`src/design/fault_code_blink_sequencer_unit_assert.svh`:
```
// assertion macros for the fault code blink sequencer
`ifndef FAULT_CODE_BLINK_SEQUENCER_UNIT_ASSERT_SVH
`define FAULT_CODE_BLINK_SEQUENCER_UNIT_ASSERT_SVH

// same-cycle implication, checked out of reset
`define FCB_ASSERT_IMP(label, clk, rst_n, ante, cons) \
  label: assert property (@(posedge clk) disable iff (!(rst_n)) (ante) |-> (cons)) \
    else $error("fcb assertion failed");

// next-cycle implication, checked out of reset
`define FCB_ASSERT_NXT(label, clk, rst_n, ante, cons) \
  label: assert property (@(posedge clk) disable iff (!(rst_n)) (ante) |=> (cons)) \
    else $error("fcb assertion failed");

`endif

```
`src/design/fcb_pkg.sv`:
```
// shared constants and blink rom for the fault code blink sequencer
`default_nettype none

package fcb_pkg;

  localparam int unsigned CODE_DIGITS_DEF = 4;
  localparam int unsigned FAULT_CODE_W    = 16;
  localparam int unsigned DIGIT_POS_W     = 3;
  localparam int unsigned NIBBLE_W        = 4;
  localparam int unsigned ELEM_W          = 3;
  localparam int unsigned TICKS_W         = 2;
  localparam int unsigned ROM_W           = 8;
  localparam int unsigned ROM_LEN_LSB     = 5;

  localparam logic [TICKS_W-1:0] DASH_TICKS = 2'd3;
  localparam logic [TICKS_W-1:0] DOT_TICKS  = 2'd1;
  localparam logic [TICKS_W-1:0] GAP_TICKS  = 2'd3;

  // bits 7..5 element count, bits 4..0 element kinds lsb first, 1 = dash
  function automatic logic [ROM_W-1:0] blink_rom(input logic [NIBBLE_W-1:0] nib);
    logic [ROM_W-1:0] word;
    case (nib)
      4'h0:    word = 8'hBF;
      4'h1:    word = 8'hBE;
      4'h2:    word = 8'hBC;
      4'h3:    word = 8'hB8;
      4'h4:    word = 8'hB0;
      4'h5:    word = 8'hA0;
      4'h6:    word = 8'hA1;
      4'h7:    word = 8'hA3;
      4'h8:    word = 8'hA7;
      4'h9:    word = 8'hAF;
      4'hA:    word = 8'h42;
      4'hB:    word = 8'h81;
      4'hC:    word = 8'h85;
      4'hD:    word = 8'h61;
      4'hE:    word = 8'h20;
      default: word = 8'h84;
    endcase
    return word;
  endfunction

endpackage

`default_nettype wire

```
`src/design/fcb_if.sv`:
```
// tick input and blink result channel interfaces
`default_nettype none

interface fcb_tick_if;
  import fcb_pkg::*;

  logic                    valid;
  logic                    ready;
  logic [FAULT_CODE_W-1:0] fault_code;

  modport source (output valid, output fault_code, input ready);
  modport sink (input valid, input fault_code, output ready);
endinterface

interface fcb_blink_if;
  import fcb_pkg::*;

  logic                   valid;
  logic                   ready;
  logic                   led_on;
  logic [DIGIT_POS_W-1:0] digit_position;

  modport source (output valid, output led_on, output digit_position, input ready);
  modport sink (input valid, input led_on, input digit_position, output ready);
endinterface

`default_nettype wire

```
`src/design/fault_code_blink_sequencer_unit.sv`:
```
// top level of the fault code blink sequencer
`default_nettype none
`include "fault_code_blink_sequencer_unit_assert.svh"

// Each tick beat carries the current 16-bit fault code and produces exactly one
// result beat holding the LED level and the digit being shown after that tick.
// While idle (digit_position equals CODE_DIGITS, low 3 bits) the code is
// sampled every tick; a zero code keeps the block idle. A nonzero code is
// latched and blinked as CODE_DIGITS hex digits, most significant first; digits
// above bit 15 show as zero. Each digit's rom word gives up to five elements:
// a dash is lit for three ticks, a dot for one, each followed by one dark tick,
// and every digit ends with a gap tick, three dark ticks and an advance tick.
// Rate: one tick beat per clock cycle. The whole tick update is a single pass
// of logic from the sequencer state registers into the result register, and
// a new beat is taken while the previous result waits, as long as the result
// register is empty or being drained in the same cycle.
module fault_code_blink_sequencer_unit #(
  parameter int unsigned CODE_DIGITS = fcb_pkg::CODE_DIGITS_DEF
) (
  input  wire           clk_i,
  input  wire           rst_ni,
  fcb_tick_if.sink      tick_i,
  fcb_blink_if.source   blink_o
);
  import fcb_pkg::*;

  localparam int unsigned DigW = $clog2(CODE_DIGITS + 1);
  localparam logic [DigW-1:0] IdleDigit = DigW'(CODE_DIGITS);
  localparam logic [DigW-1:0] LastDigit = DigW'(CODE_DIGITS - 1);

  // sequencer state
  logic [FAULT_CODE_W-1:0] shown_code_q, shown_code_d;
  logic [DigW-1:0]         digit_q, digit_d;
  logic [ELEM_W-1:0]       elem_q, elem_d;
  logic [TICKS_W-1:0]      ticks_q, ticks_d;
  logic                    lit_q, lit_d;

  // result register
  logic                    out_valid_q;
  logic                    led_on_q;
  logic [DIGIT_POS_W-1:0]  digit_pos_q;

  logic                    accept;
  logic                    idle;
  logic [FAULT_CODE_W-1:0] code_eff;
  logic [DigW-1:0]         digit_eff;
  logic [ELEM_W-1:0]       elem_eff;
  logic [DigW-1:0]         rev;
  logic [DigW+1:0]         rev_ext;
  logic [NIBBLE_W-1:0]     nib;
  logic [ROM_W-1:0]        pat;
  logic [ELEM_W-1:0]       len;
  logic [DigW+2:0]         digit_ext;

  // result register frees up when empty or drained this cycle
  assign tick_i.ready = !out_valid_q || blink_o.ready;
  assign accept       = tick_i.valid && tick_i.ready;

  assign idle      = (digit_q >= IdleDigit);
  // an idle tick with a nonzero code starts at the first element of digit 0
  assign code_eff  = idle ? tick_i.fault_code : shown_code_q;
  assign digit_eff = idle ? '0 : digit_q;
  assign elem_eff  = idle ? '0 : elem_q;

  // digit position counted from the least significant nibble
  assign rev     = LastDigit - digit_eff;
  assign rev_ext = {2'b00, rev};
  assign nib     = (rev_ext[DigW+1:2] == '0) ?
                   code_eff[{rev_ext[1:0], 2'b00} +: NIBBLE_W] : '0;
  assign pat     = blink_rom(nib);
  assign len     = pat[ROM_LEN_LSB +: ELEM_W];

  always_comb begin
    shown_code_d = shown_code_q;
    digit_d      = digit_q;
    elem_d       = elem_q;
    ticks_d      = ticks_q;
    lit_d        = lit_q;

    if (idle) begin
      shown_code_d = tick_i.fault_code;
    end

    if (!idle || (tick_i.fault_code != '0)) begin
      digit_d = digit_eff;
      elem_d  = elem_eff;
      if (ticks_q == '0) begin
        if (elem_eff == len) begin
          // gap tick loads the dark countdown
          ticks_d = GAP_TICKS;
          elem_d  = elem_eff + 1'b1;
        end else if (elem_eff > len) begin
          // advance tick moves to the next digit, past the last one is idle
          digit_d = digit_eff + 1'b1;
          elem_d  = '0;
        end else begin
          // element start lights the led
          ticks_d = pat[elem_eff] ? DASH_TICKS : DOT_TICKS;
          elem_d  = elem_eff + 1'b1;
          lit_d   = 1'b1;
        end
      end else begin
        if (ticks_q == 2'd1) begin
          lit_d = 1'b0;
        end
        ticks_d = ticks_q - 1'b1;
      end
    end
  end

  // digit position keeps only its low bits for wide digit counts
  assign digit_ext = {3'b000, digit_d};

  always_ff @(posedge clk_i or negedge rst_ni) begin
    if (!rst_ni) begin
      shown_code_q <= '0;
      digit_q      <= IdleDigit;
      elem_q       <= '0;
      ticks_q      <= '0;
      lit_q        <= 1'b0;
    end else if (accept) begin
      shown_code_q <= shown_code_d;
      digit_q      <= digit_d;
      elem_q       <= elem_d;
      ticks_q      <= ticks_d;
      lit_q        <= lit_d;
    end
  end

  always_ff @(posedge clk_i or negedge rst_ni) begin
    if (!rst_ni) begin
      out_valid_q <= 1'b0;
    end else if (tick_i.ready) begin
      out_valid_q <= tick_i.valid;
    end
  end

  // result payload, loaded with each accepted tick
  always_ff @(posedge clk_i) begin
    if (accept) begin
      led_on_q    <= lit_d;
      digit_pos_q <= digit_ext[DIGIT_POS_W-1:0];
    end
  end

  assign blink_o.valid          = out_valid_q;
  assign blink_o.led_on         = led_on_q;
  assign blink_o.digit_position = digit_pos_q;

  // the led is always dark while idle
  `FCB_ASSERT_IMP(a_idle_dark, clk_i, rst_ni, idle, !lit_q)
  // idle state carries no pending countdown or element
  `FCB_ASSERT_IMP(a_idle_clean, clk_i, rst_ni, idle, (ticks_q == '0) && (elem_q == '0))
  // a countdown tick never moves to another digit
  `FCB_ASSERT_NXT(a_count_holds_digit, clk_i, rst_ni, accept && (ticks_q != '0),
                  digit_q == $past(digit_q))

endmodule

`default_nettype wire
```
`src/flat_wrapper.sv`:
```
// flat-port wrapper written by rule: the top's interface ports become plain ports
module fault_code_blink_sequencer_unit_flat import fcb_pkg::*;
#(
  parameter int unsigned CODE_DIGITS = fcb_pkg::CODE_DIGITS_DEF
)
  (clk_i, rst_ni, tick_i_valid, tick_i_fault_code, tick_i_ready, blink_o_valid, blink_o_led_on, blink_o_digit_position, blink_o_ready);
  fcb_tick_if tick_i_i ();
  fcb_blink_if blink_o_i ();
  input  wire clk_i;
  input  wire rst_ni;
  input wire logic [$bits(tick_i_i.valid)-1:0] tick_i_valid;
  input wire logic [$bits(tick_i_i.fault_code)-1:0] tick_i_fault_code;
  output wire logic [$bits(tick_i_i.ready)-1:0] tick_i_ready;
  output wire logic [$bits(blink_o_i.valid)-1:0] blink_o_valid;
  output wire logic [$bits(blink_o_i.led_on)-1:0] blink_o_led_on;
  output wire logic [$bits(blink_o_i.digit_position)-1:0] blink_o_digit_position;
  input wire logic [$bits(blink_o_i.ready)-1:0] blink_o_ready;
  assign tick_i_i.valid = tick_i_valid;
  assign tick_i_i.fault_code = tick_i_fault_code;
  assign tick_i_ready = tick_i_i.ready;
  assign blink_o_valid = blink_o_i.valid;
  assign blink_o_led_on = blink_o_i.led_on;
  assign blink_o_digit_position = blink_o_i.digit_position;
  assign blink_o_i.ready = blink_o_ready;
  fault_code_blink_sequencer_unit #(.CODE_DIGITS(CODE_DIGITS)) u_core (.clk_i(clk_i), .rst_ni(rst_ni), .tick_i(tick_i_i), .blink_o(blink_o_i));
endmodule
```
`config.mk`:
```
export PLATFORM = sky130hd
export DESIGN_NAME = fault_code_blink_sequencer_unit_flat
export DESIGN_NICKNAME = d
export VERILOG_FILES = /design/src/design/fcb_pkg.sv /design/src/design/fcb_if.sv /design/src/design/fault_code_blink_sequencer_unit.sv /design/src/flat_wrapper.sv
export VERILOG_INCLUDE_DIRS = /design/src /design/src/design
export SDC_FILE = /design/constraint.sdc
export NUM_CORES = 1
export LEC_CHECK = 0
export BUFFER_PORTS_ARGS = -buffer_cell sky130_fd_sc_hd__clkbuf_2
export CORE_ASPECT_RATIO = 1.75
export CORE_UTILIZATION = 57
export DETAILED_ROUTE_END_ITERATION = 8
export PLACE_DENSITY_LB_ADDON = 0.12
export SLEW_MARGIN = 5
export SYNTH_ARGS = -nofsm -noshare
export SYNTH_HDL_FRONTEND = slang
export SYNTH_SLANG_ARGS = --single-unit
```
`constraint.sdc`:
```
create_clock -name clk_i -period 4.15 [get_ports clk_i]
set_input_delay 0.6225 -clock clk_i [delete_from_list [all_inputs] [get_ports clk_i]]
set_output_delay 0.6225 -clock clk_i [all_outputs]
set_load 0.005 [all_outputs]
```
==> flow_summary_export.csv <==
group,metric,value,unit
run_status,outcome,"complete, no violations",
global_routing,grt_pass1_wl,6940,µm
final_layout,area_delta_synth_final,12.6,%
setup_path,path_cells,"mux4_2 -> mux2i_1 -> ha_1 -> nand2_1 -> a21o_1 -> ha_1 -> nor2b_1 -> o21a_1 -> o21ai_1 -> nor3_2 -> mux2_2 -> a21oi_1",
final_layout,finalNetCount,235,
power,power_frac_clock,23.7,%
setup_path,critPathArrivalTime,3.98,ns
final_layout,layout_common_cells,"25 x clkbuf_2, 25 x dfrtp_1, 16 x mux2_2",
setup_path,critPathMostFrequentCell,"ha_1",
clock_network,cts_tree,"built",
power,intPower,0.000776,W
yosys,seq_area_frac_synth,40.1,%
sta,period_minus_slack,3.85,ns
sta,max_slew_margin,56.3,%
placement,dp_slack,0.302,ns
sta,max_freq,259,MHz
floorplanning,rows,27,
routing,wl,4250,µm
floorplanning,die_w,45.9,µm
routing,vias_per_cell,6.09,
yosys,synthFlopType,"dfrtp_1",
setup_path,crit_fanout,10,
final_layout,drive_gt1_share,29.5,%
placement,placed_area,0.00206,mm²
placement,io_buffer_count,25,
clock_network,clk_latency,0.29,ns
yosys,netlist_instances,182,
setup_path,path_buf_inv,0,
final_layout,finalNonFillerCells,250,
setup_path,worstSetupPathType,"flip-flop to flip-flop",
global_routing,grt_overflow_total,0,
power,switching_power,0.000429,W
floorplanning,dieArea,0.00362,mm²
floorplanning,io_pins,26,
clock_network,h-tree-depth,2,
yosys,ys_seq_elements,30,
yosys,syn_area,0.00192,mm²
clock_network,cts_sinks,30,
clock_network,cts.clk_slew.worst_paths,0.06,ns
sta,finalCritPeriodShare,92.9,%
sta,layout_setup_ws,0.296,ns
floorplanning,start_util,60.6,%
setup_path,crit_family,"multiplexers",
yosys,syn-mean-instance-area,10.6,µm²
setup_path,startpoint_type,"flip-flop",
setup_path,crit_path_end_kind,"flip-flop",
sta,final_hold_viol_count,0,
floorplanning,core,0.00318,mm²
run,max-cap-violations,0,
clock_network,cts_root_buffer,"clkbuf_8",
global_routing,grt_pass1_vias,1482,
yosys,synth_edf_count,4,
final_layout,finish.utilization,68.2,%
power,p_comb_share,39.4,%
sta,setup_viol,0,
hold_path,worstHoldPathType,"input pin to asynchronous set/reset pin",
power,p_seq_share,36.8,%
yosys,synthArstFlopShare,86.7,%
sta,fin_skew,0.00685,ns
floorplanning,chipHeight,78.9,µm
clock_network,cts_hold_buf,0,
sta,fin_setup_tns,0,ns
clock_network,post_cts_buffers,0,
placement,dpl.cell_count,242,
routing,dr_total_vias,1522,
clock_network,clockBufferDepth,2,
sta,tightest_slew,0.654,ns
power,p_per_area,556,mW/mm²
final_layout,diodes,0,
routing,drtPass1Iterations,4,
final_layout,final_cell_area,0.00217,mm²
clock_network,cts_resized,0,
placement,gp_congestion,0.833,
setup_path,critPathMaxStageDelay,0.62,ns
yosys,synth.distinct_cells,47,
global_routing,grt_max_degree,27,
global_routing,grtUsageTotal,27.2,%
final_layout,n_fill_cell,274,
sta,slew_viol_final,0,
power,p_leak,0.957,nW
final_layout,multi_input_area,0.00107,mm²
clock_network,numCtsBuffers,5,
sta,rsz0062_at_grt,"no",
placement,place_hpwl,3270,µm
routing,drt-initial-drc-count,51,
power,worst_ir_drop_vdd,0.399,mV
setup_path,crit_required,4.28,ns
routing,drc,0,
yosys,syn-num-nets,211,
yosys,ys_warn_count,0,
setup_path,cpMaxStageDelayCell,"dfrtp_1",
final_layout,seq_area,772,µm²
routing,final_antenna_net_count,0,
power,switching_share,35.6,%
routing,post_drt_wl_per_cell,17.0,µm
global_routing,antenna_found_initial,0,
[cells by family (layout without fill, tap and decap cells)]
kind of cell | after synthesis | count (layout) | synth area share, %
AND/OR/NAND/NOR | 55 | 55 | 15.6
AO/OA/AOI/OAI | 45 | 45 | 17.5
flip-flops | 30 | 30 | 40.1
multiplexers | 26 | 26 | 16.8
buffers and inverters | 17 | 42 | 4.16
adder cells (fa/ha/maj) | 9 | 9 | 5.85
[Yosys cell counts, types with 2 or more instances]
cell      count  share of area [%]
nand3_1       3               0.78
dfrtp_1      25                 33
a21oi_2       2               0.91
nand2b_1      7                2.3
o21ai_0      12                3.1
ha_1          9                5.9
edfxtp_1      4                6.2
clkbuf_1      3               0.59
nor4_1        5                1.6
nor3_1        3               0.78
a31oi_1       2               0.65
mux2i_1       6                3.1
a21oi_1      11                2.9
mux2_2       16                9.4
a21o_1        3                1.2
nor2b_1       3               0.98
nand2_1      15                2.9
nor2_1        8                1.6
and2b_1       2               0.78
inv_1         8                1.6
mux4_2        2                2.3
and2_1        3               0.98
buf_2         4                1.0
a32o_1        3                1.6
[final timing paths]
| kind | start | end | slack (ns) | cells after the start |
|---|---|---|---|---|
| max | u_core.digit_q[0]$_DFFE_PN0P_ | u_core.blink_o.digit_position[0]$_DFFE_PP_ | 0.30 | 12 |
| min | rst_ni | u_core.shown_code_q[13]$_DFFE_PN0P_ | 0.35 | 1 |
| max reg2reg | u_core.digit_q[0]$_DFFE_PN0P_ | u_core.blink_o.digit_position[0]$_DFFE_PP_ | 0.30 | 12 |
| min reg2reg | u_core.elem_q[2]$_DFFE_PN0P_ | u_core.elem_q[2]$_DFFE_PN0P_ | 0.48 | 1 |
| max in group asynchronous | rst_ni | u_core.shown_code_q[15]$_DFFE_PN0P_ | 3.38 | 1 |
| min in group clk_i | u_core.elem_q[2]$_DFFE_PN0P_ | u_core.elem_q[2]$_DFFE_PN0P_ | 0.48 | 1 |
[metal layers]
layer / vias up / track usage [%] / wire (µm)
li1: 719 / - / -
met1: 751 / 28.3 / 1490
met2: 40 / 48.0 / 2470
met3: 12 / 5.68 / 138
met4: 0 / 13.8 / 157
met5: - / 0 / 0
[worst reg2reg max path: cells and delay by family (launching register included)]
| kind | cells | cell delay, ns |
|---|---|---|
| multiplexers | 3 | 1.22 |
| AND/OR/NAND/NOR | 3 | 0.67 |
| AO/OA/AOI/OAI | 4 | 0.64 |
| flip-flops | 1 | 0.62 |
| adder cells (fa/ha/maj) | 2 | 0.54 |
[metrics by stage]
step           hold slack (ns)  total power (W)
3_3_place_gp             0.459         0.000891
4_1_cts                  0.364          0.00121
5_1_grt                  0.412          0.00128
2_1_floorplan            0.327         0.000806
3_5_place_dp             0.473         0.000919
6_report                 0.351          0.00121
[sequential cells by signal, summed over array words and instances, names as in the netlist]
| name | flops |
|---|---|
| u_core.blink_o.led_on | 1 |
| u_core.blink_o.digit_position | 3 |
| u_core.shown_code_q | 16 |
| u_core.digit_q | 3 |
| u_core.elem_q | 3 |
| u_core.ticks_q | 2 |
| u_core.lit_q | 1 |
| u_core.blink_o.valid | 1 |
[power groups by stage]
stage / logic (W) / clock network (W) / registers, W
after CTS: 0.000473 / 0.000294 / 0.000443
after global routing: 0.000526 / 0.000305 / 0.000453
after floorplan: 0.000386 / 0 / 0.000420
final: 0.000475 / 0.000286 / 0.000444
after detailed placement: 0.000471 / 0 / 0.000448
after global placement: 0.000449 / 0 / 0.000442
[final cells by class]
type | instances | area share (%)
well taps | 43 | 2.48
inverters | 8 | 1.39
flip-flops and latches | 30 | 35.6
multi-input cells | 135 | 49.5
clock inverters | 2 | 1.56
repair buffers | 26 | 6.12
clock buffers | 6 | 3.35
(Power assumes the default switching activity.)
